`src/hw/rtl/swh_pkg.sv`:
```
// Shared types and constants for the spatial weight Hadamard unit.
// No dependencies; every other file in this folder imports this package.
`timescale 1ns / 1ps
`default_nettype none

package swh_pkg;

    // Default sizes, handed to the top level parameters
    localparam int PLANE_MAX_DEF  = 4096;
    localparam int DATA_WIDTH_DEF = 16;
    localparam int GRAD_WIDTH_DEF = 48;

    // Fixed field widths
    localparam int PLANE_SIZE_W = 13;
    localparam int CFG_INDEX_W  = 2;
    localparam int ACTION_W     = 2;

    // Configuration register indexes
    localparam logic [CFG_INDEX_W-1:0] CFG_PLANE_SIZE = 2'd0;
    localparam logic [CFG_INDEX_W-1:0] CFG_WGRAD_EN   = 2'd1;
    localparam logic [CFG_INDEX_W-1:0] CFG_DGRAD_EN   = 2'd2;

    // Item actions
    typedef enum logic [ACTION_W-1:0] {
        ACT_LOAD      = 2'd0,
        ACT_FORWARD   = 2'd1,
        ACT_BACKWARD  = 2'd2,
        ACT_READ_GRAD = 2'd3
    } swh_action_t;

    // Pipeline strobes shared by the datapath modules
    typedef struct packed {
        logic accept;   // item enters stage 1, memories are read
        logic s1_adv;   // stage 1 moves to stage 2, gradient write back
    } swh_flow_t;

endpackage

`default_nettype wire

```
`src/hw/rtl/swh_pos_ctrl.sv`:
```
// Spatial position counter with plane wrap and first-plane flag.
// Depends on swh_pkg.
`timescale 1ns / 1ps
`default_nettype none

module swh_pos_ctrl
    import swh_pkg::*;
#(
    parameter int PLANE_MAX = PLANE_MAX_DEF,
    parameter int ADDR_W    = 12
)
(
    input  wire logic                    clk,
    input  wire logic                    rst_n,
    input  wire logic                    accept,
    input  wire logic                    restart,
    input  wire logic [PLANE_SIZE_W-1:0] plane_size,
    output logic      [ADDR_W-1:0]       pos,
    output logic                         first
);

    localparam int CNT_W = (ADDR_W + 1 > PLANE_SIZE_W) ? ADDR_W + 1 : PLANE_SIZE_W;
    localparam logic [CNT_W-1:0] LIMIT_MAX = CNT_W'(PLANE_MAX);

    logic [ADDR_W-1:0] pos_reg;
    logic [ADDR_W-1:0] pos_next;
    logic              first_reg;
    logic              first_next;
    logic [CNT_W-1:0]  size_ext;
    logic [CNT_W-1:0]  limit;
    logic [CNT_W-1:0]  pos_inc;

    // Clamp the configured plane size into 1..PLANE_MAX
    always_comb
    begin
        size_ext = CNT_W'(plane_size);
        if (size_ext == '0)
        begin
            limit = CNT_W'(1);
        end
        else if (size_ext > LIMIT_MAX)
        begin
            limit = LIMIT_MAX;
        end
        else
        begin
            limit = size_ext;
        end
    end

    // Restart applies before the item uses the position
    assign pos   = restart ? '0 : pos_reg;
    assign first = restart | first_reg;

    // Advance and wrap
    always_comb
    begin
        pos_inc = CNT_W'(pos) + CNT_W'(1);
        if (pos_inc >= limit)
        begin
            pos_next   = '0;
            first_next = 1'b0;
        end
        else
        begin
            pos_next   = pos_inc[ADDR_W-1:0];
            first_next = first;
        end
    end

    always_ff @(posedge clk or negedge rst_n)
    begin
        if (!rst_n)
        begin
            pos_reg   <= '0;
            first_reg <= 1'b1;
        end
        else if (accept)
        begin
            pos_reg   <= pos_next;
            first_reg <= first_next;
        end
    end

endmodule

`default_nettype wire

```
`config.mk`:
```
export PLATFORM = sky130hd
export DESIGN_NAME = swh_pos_ctrl
export DESIGN_NICKNAME = d
export VERILOG_FILES = /design/src/hw/rtl/swh_pkg.sv /design/src/hw/rtl/swh_pos_ctrl.sv
export SDC_FILE = /design/constraint.sdc
export NUM_CORES = 1
export LEC_CHECK = 0
export BUFFER_PORTS_ARGS = -buffer_cell sky130_fd_sc_hd__buf_2
export CORE_MARGIN = 2
export CORE_UTILIZATION = 35
export CTS_CLUSTER_DIAMETER = 200
export CTS_CLUSTER_SIZE = 10
export DETAILED_ROUTE_END_ITERATION = 7
export HOLD_SLACK_MARGIN = 0.02
export SYNTH_ARGS = -nofsm -noshare
export SYNTH_HDL_FRONTEND = slang
export SYNTH_SLANG_ARGS = --single-unit
```
`constraint.sdc`:
```
create_clock -name clk -period 2.6 [get_ports clk]
set_input_delay 0.39 -clock clk [delete_from_list [all_inputs] [get_ports clk]]
set_output_delay 0.39 -clock clk [all_outputs]
set_load 0.005 [all_outputs]
```
==> results of run 1 <==
==> per-layer routing <==
layer	vias to the layer above	wire [um]
li1	559	-
met4	0	35
met5	-	0
met3	4	135
met1	534	1450
met2	35	1320
==> final cells by class <==
class	count	share of cell area, %
multi-input cells	105	55.1
clock buffers	4	1.61
repair buffers	48	18.0
inverters	8	1.84
well taps	44	3.38
flip-flops and latches	13	20.0
==> power by group <==
part	switching, mW	internal [mW]
Clock	0.0785	0.0597
Combinational	0.0751	0.0773
Sequential	0.00642	0.212
==> worst max-delay path: stages, from the launching register on <==
cell	delay, ps
sky130_fd_sc_hd__dfrtp_1	380
sky130_fd_sc_hd__nor2b_4	180
sky130_fd_sc_hd__ha_4	140
sky130_fd_sc_hd__nand4_1	190
sky130_fd_sc_hd__nor3b_2	260
sky130_fd_sc_hd__nand2_1	120
sky130_fd_sc_hd__xnor2_2	230
sky130_fd_sc_hd__ha_4	260
sky130_fd_sc_hd__nand2_4	60
sky130_fd_sc_hd__nor2_4	40
sky130_fd_sc_hd__a2111oi_4	360
sky130_fd_sc_hd__o21a_1	220
sky130_fd_sc_hd__buf_4	140
sky130_fd_sc_hd__a22o_1	120
==> kinds of logic (layout without fill, tap and decap cells) <==
kind of cell	Yosys count	after routing	synth area share, %
simple gates	55	55	24.4
compound gates	26	26	18.7
fa+ha+maj	14	14	15.3
flops	13	13	28.6
buf+inv	12	60	4.70
xor+xnor	10	10	8.32
==> per-stage QoR <==
step / cells / cell area, um2
floorplan: 130 / 1200
global placement: 213 / 1460
detailed placement: 213 / 1460
CTS: 220 / 1520
global route: 222 / 1630
finish: 222 / 1630
==> cells in the final DEF (no fill, tap or decap), types with 2 or more instances in the layout <==
cell	count
sky130_fd_sc_hd__nand3b_1	2
sky130_fd_sc_hd__o22ai_1	2
sky130_fd_sc_hd__nor2_2	2
sky130_fd_sc_hd__nand3_1	3
sky130_fd_sc_hd__clkbuf_4	3
sky130_fd_sc_hd__xnor2_1	5
sky130_fd_sc_hd__buf_2	29
sky130_fd_sc_hd__nor2b_4	2
sky130_fd_sc_hd__buf_4	17
sky130_fd_sc_hd__ha_1	11
sky130_fd_sc_hd__a21oi_2	2
sky130_fd_sc_hd__o21ai_2	2
sky130_fd_sc_hd__a31oi_1	2
sky130_fd_sc_hd__nor4_1	2
sky130_fd_sc_hd__nor2_1	6
sky130_fd_sc_hd__nor3_2	3
sky130_fd_sc_hd__ha_4	3
sky130_fd_sc_hd__nand2_1	18
sky130_fd_sc_hd__a22o_1	9
sky130_fd_sc_hd__nor2b_1	7
sky130_fd_sc_hd__nand4_1	2
sky130_fd_sc_hd__xnor2_2	3
sky130_fd_sc_hd__dfrtp_1	12
sky130_fd_sc_hd__inv_1	8
==> path summary, 6_finish.rpt <==
kind                       depth (start not counted)        from    endpoint
hold / removal                                     2      accept  pos_reg[7]
min in group asynchronous                          2       rst_n  pos_reg[8]
setup reg to reg                                  13  pos_reg[0]  pos_reg[1]
setup / recovery                                  13  pos_reg[0]  pos_reg[1]
max in group asynchronous                          2       rst_n   first_reg
hold reg to reg                                    2   first_reg   first_reg
==> timing repair <==
item	4_1_cts	5_1_grt
hold buffers	1	0
endpoints found under the hold margin	12	0
pin swaps	6	4
gates resized for setup	1	18
buffers inserted	2	2
endpoints found under the setup margin	13	13
==> results_dict.tcl, run 1 <==
set metrics [dict create \
    outcome "finished with violations" \
    violated_checks "negative setup slack" \
    floorplan.die_area_um2 3740 \
    synth_seq_cells 13 \
    floorplan.core_area_um2 3080 \
    detailedRoute.firstIterationViolations 76 \
    synth-seq-area-share_pct 28.6 \
    end_kind "flop" \
    detail_route.drc_violations 0 \
    final_util_pct 52.9 \
    worstPathArrival_ps 3010 \
    postSynth.asyncResetShare_pct 100 \
    design.portCount 30 \
    ant_nets 0 \
    cts_buffers 3 \
    detailedRoute.firstPassIterationCount 4 \
    vias 1132 \
    detail_route.wl_per_cell_um 13.2 \
    tritoncts "yes" \
    grt_first_pass_wirelength_mm 4.76 \
    timing.hold.worst.class "in2reg" \
    congestion_overflow_gr 0 \
    setup.reg_to_reg.worst_slack_ps -180 \
    gpl.final_weighted_congestion 0.801 \
    ys_top_cells_by_count "20 x sky130_fd_sc_hd__nand2_1, 14 x sky130_fd_sc_hd__ha_1, 12 x sky130_fd_sc_hd__dfrtp_1" \
    vias_in_the_first_global_route 1032 \
    final_nets 210 \
    final_period_minus_worst_setup_slack_ps 2780 \
    n_antenna_cell 0 \
    route.detailed.vias_per_inst 5.10 \
    chipHeight_um 61.2 \
    timing_hold_violations_final 0 \
    groute.layer.met2.usage_pct 25.8 \
    total_power_mw 0.509 \
    row_count 20 \
    regArea_um2 327 \
    layout_setup_ws_ps -179 \
    final_max_slew_viol_count 0 \
    leak_nw 0.818 \
    place.port_buffers 29 \
    ir_worst_vdd_mv 0.118 \
    syn_area_per_cell_um2 8.80 \
    synth-edff-count 0 \
    tritoncts_num_sinks 13 \
    fillCellCount 317 \
    pre_cts_ws_ps -336 \
    synth_top_area_cell "sky130_fd_sc_hd__dfrtp_1" \
    met1_usage_in_global_routing_pct 26.4 \
    cts_max_path_buffers 2 \
    maximum_fanout_along_the_worst_path 4 \
    clock.fmax_mhz 360 \
    grt_antenna_before_repair 0 \
    report.final.setup_viol 13 \
    gr-usage-all-layers_pct 17.6 \
    synth_top_cells_by_area "sky130_fd_sc_hd__dfrtp_1 26%, sky130_fd_sc_hd__ha_1 15%, sky130_fd_sc_hd__a22o_1 6.9%" \
    syn_nets 161 \
    fp.dieW_um 61.2 \
    totalWireLength_mm 2.94 \
    busiest_layer "met1" \
    finClkSkew_ps 5.60 \
    unrepaired_setup_endpoints_after_global_routing "yes" \
    start_kind "flop" \
    worst_ep_required_time_ps 2830 \
    final.hold.worst_slack_ps 305 \
    drive_gt1_share_pct 43.3 \
    global_route.usage.met3_pct 1.89 \
    yosys_warning_total 0 \
    synth_cell_type_count 36 \
    grt_start_max_net_pins 16 \
    root_buffer "sky130_fd_sc_hd__clkbuf_4" \
    most_used_dff_post_synth "sky130_fd_sc_hd__dfrtp_1" \
    powerDensity_nw_per_um2 313 \
    relSlewSlack_pct 69.7 \
    htree_num_levels 1 \
    max_slew.worst_pin.slew_ps 454 \
    synth.top_cell.area_share_pct 26.3 \
    syn_inst 130 \
    initial_core_util_pct 37.2 \
    max_cap_viol_count 0 \
    fin_setup_tns_ps -1760 \
    worst_skew_pair.late_latency_ps 290 \
    clkTransAtPathRegs_ps 90 \
    netlist_area_um2 1140 \
    synth.most_common_cell "sky130_fd_sc_hd__nand2_1" \
    worstSetupPathType "reg2reg" \
    hpwl_mm 2.32 \
    multiInputGateArea_um2 897 \
    areaGrowthSynthToFinish_pct 42.5 \
    finalCritPeriodShare_pct 107 \
    largest_register_ffs 12 \
]
Note: power is estimated with default switching activity, not from simulation.
==> run 2: changes to the inputs <==
HOLD_SLACK_MARGIN = 0.06   (was 0.02)
SETUP_SLACK_MARGIN = 0.2   (was not set)
==> results_dict.tcl, run 2 (synthesis results as in run 1) <==
set metrics [dict create \
    outcome "finished with violations" \
    violated_checks "negative setup slack" \
    hpwl_mm 2.28 \
    start_kind "flop" \
    cts_max_path_buffers 2 \
    ir_worst_vdd_mv 0.134 \
    regArea_um2 327 \
    fillCellCount 289 \
    totalWireLength_mm 2.95 \
    r2r.worst_path.cells 13 \
    vias 1120 \
    row_count 20 \
    regToRegStartpoint "pos_reg[1]" \
    worstHoldPathCells 2 \
    share_comb_of_total_power_pct 30.0 \
    drive_gt1_share_pct 40.9 \
    powerDensity_nw_per_um2 301 \
    setup.reg_to_reg.worst_slack_ps -150 \
    areaGrowthSynthToFinish_pct 40.8 \
    worstPathArrival_ps 2960 \
    route.detailed.vias_per_inst 4.98 \
    clkPwrFrac_pct 24.9 \
    ant_nets 0 \
    max_slew.worst_pin.slew_ps 440 \
    largest_register_ffs 12 \
    vias_in_the_first_global_route 1021 \
    gpl.final_weighted_congestion 0.790 \
    leak_nw 0.848 \
    final_period_minus_worst_setup_slack_ps 2750 \
    timing_hold_violations_final 0 \
    final_max_slew_viol_count 0 \
    final_common_cell "sky130_fd_sc_hd__buf_2" \
    floorplan.core_area_um2 3080 \
    grt_antenna_before_repair 0 \
    report.final.setup_viol 13 \
    detail_route.drc_violations 0 \
    final_nets 213 \
    regToRegEndpoint "pos_reg[6]" \
    congestion_overflow_gr 0 \
    root_buffer "sky130_fd_sc_hd__clkbuf_4" \
    fp.dieW_um 61.2 \
    end_kind "flop" \
    total_power_mw 0.484 \
    detailedRoute.firstIterationViolations 38 \
    pre_cts_ws_ps -415 \
    place.port_buffers 29 \
    worstSetupPathType "reg2reg" \
    timing.hold.worst.class "in2reg" \
    htree_num_levels 1 \
    grt_start_max_net_pins 16 \
    detail_route.wl_per_cell_um 13.1 \
    layout_setup_ws_ps -150 \
    cellInternalPower_mw 0.345 \
    seq_pwr_share_pct 45.1 \
    worst_ep_required_time_ps 2810 \
    hold_end "pos_reg[8]" \
    clock.fmax_mhz 364 \
    grt_first_pass_wirelength_mm 4.73 \
    cts_buffers 3 \
    worst_skew_pair.late_latency_ps 270 \
    detailedRoute.firstPassIterationCount 4 \
    maximum_fanout_along_the_worst_path 4 \
    finalCritPeriodShare_pct 106 \
    holdCritStartpoint "accept" \
    layout_common_cells "29 x sky130_fd_sc_hd__buf_2, 20 x sky130_fd_sc_hd__nand2_1, 19 x sky130_fd_sc_hd__buf_4" \
    total_switching_power_mw 0.140 \
    max_cap_viol_count 0 \
    n_antenna_cell 0 \
    final_util_pct 52.3 \
    power.switching_fraction_pct 28.8 \
    multiInputGateArea_um2 863 \
    floorplan.die_area_um2 3740 \
    initial_core_util_pct 37.2 \
    clkTransAtPathRegs_ps 80 \
    gr-usage-all-layers_pct 16.9 \
    design.portCount 30 \
    chipHeight_um 61.2 \
    finClkSkew_ps 1.85 \
    relSlewSlack_pct 70.6 \
    unrepaired_setup_endpoints_after_global_routing "yes" \
    tritoncts_num_sinks 13 \
    tritoncts "yes" \
]
-- run 2: changes by cell type in the layout (fill, tap and decap cells not counted), moves of 2 or more --
cell	before	now
sky130_fd_sc_hd__nor2_1	6	8
sky130_fd_sc_hd__buf_4	17	19
sky130_fd_sc_hd__nor3_4	0	2
sky130_fd_sc_hd__nand2_1	18	20
sky130_fd_sc_hd__nor3_2	3	1
-- run 2: worst max path at each step --
stage / from / cells after the start / slack, ps / end
after floorplan: restart / 13 / -20 / pos_reg[5]
after global placement: restart / 12 / -350 / pos_reg[4]
after detailed placement: restart / 12 / -410 / pos_reg[4]
after CTS: pos_reg[0] / 12 / -80 / pos_reg[2]
after global routing: pos_reg[1] / 13 / -350 / pos_reg[1]
final: pos_reg[1] / 13 / -150 / pos_reg[6]
-- run 2: final cells by class --
| type | instances | area share, % |
|---|---|---|
| Inverter | 8 | 1.86 |
| Sequential cell | 13 | 20.3 |
| Multi-Input combinational cell | 106 | 53.6 |
| Timing Repair Buffer | 50 | 19.2 |
| Tap cell | 44 | 3.42 |
| Clock buffer | 4 | 1.63 |
-- run 2: per-layer routing --
metal / global-route usage (%) / share of wire (%) / wire length, um
met5: 0 / 0 / 0
met4: 6.52 / 0.92 / 27
met3: 0.630 / 3.3 / 97
met2: 25.7 / 45 / 1320
met1: 25.5 / 51 / 1510
-- run 2: through the flow --
step / std cells / cell area [um2] / TNS [ps] / hold slack [ps]
final: 225 / 1610 / -1530 / 329
after global routing: 225 / 1610 / -4050 / 321
after CTS: 220 / 1530 / -700 / 325
after detailed placement: 213 / 1460 / -4810 / 296
after global placement: 213 / 1460 / -3900 / 287
after floorplan: 130 / 1200 / -154 / 94.4
-- run 2: repair_timing --
| item | in CTS | in global routing |
|---|---|---|
| hold endpoints to repair | 12 | 0 |
| hold buffers | 1 | 0 |
| pin swaps | 7 | 16 |
| buffers inserted | 1 | 5 |
| endpoints found under the setup margin | 13 | 13 |
| gates cloned | 1 | 0 |
| resized for setup | 5 | 7 |
-- run 2: power by group through the flow --
stage | Sequential (mW) | Clock [mW] | Combinational (mW)
final | 0.218 | 0.121 | 0.146
after global routing | 0.220 | 0.135 | 0.164
after CTS | 0.218 | 0.127 | 0.136
after floorplan | 0.221 | 0 | 0.0740
after global placement | 0.222 | 0 | 0.124
after detailed placement | 0.222 | 0 | 0.126
-- run 2: critical path, cell delays in order, from the launching register on --
cell                        delay [ps]
sky130_fd_sc_hd__dfrtp_1           350
sky130_fd_sc_hd__nor2b_4           190
sky130_fd_sc_hd__ha_4              150
sky130_fd_sc_hd__nand4_1           100
sky130_fd_sc_hd__buf_4             180
sky130_fd_sc_hd__nor3b_2           180
sky130_fd_sc_hd__nand2_1           110
sky130_fd_sc_hd__xnor2_2           150
sky130_fd_sc_hd__ha_1              330
sky130_fd_sc_hd__nand2_1            90
sky130_fd_sc_hd__nor2_2             50
sky130_fd_sc_hd__a2111oi_4         390
sky130_fd_sc_hd__o21a_1            270
sky130_fd_sc_hd__a22o_1            150
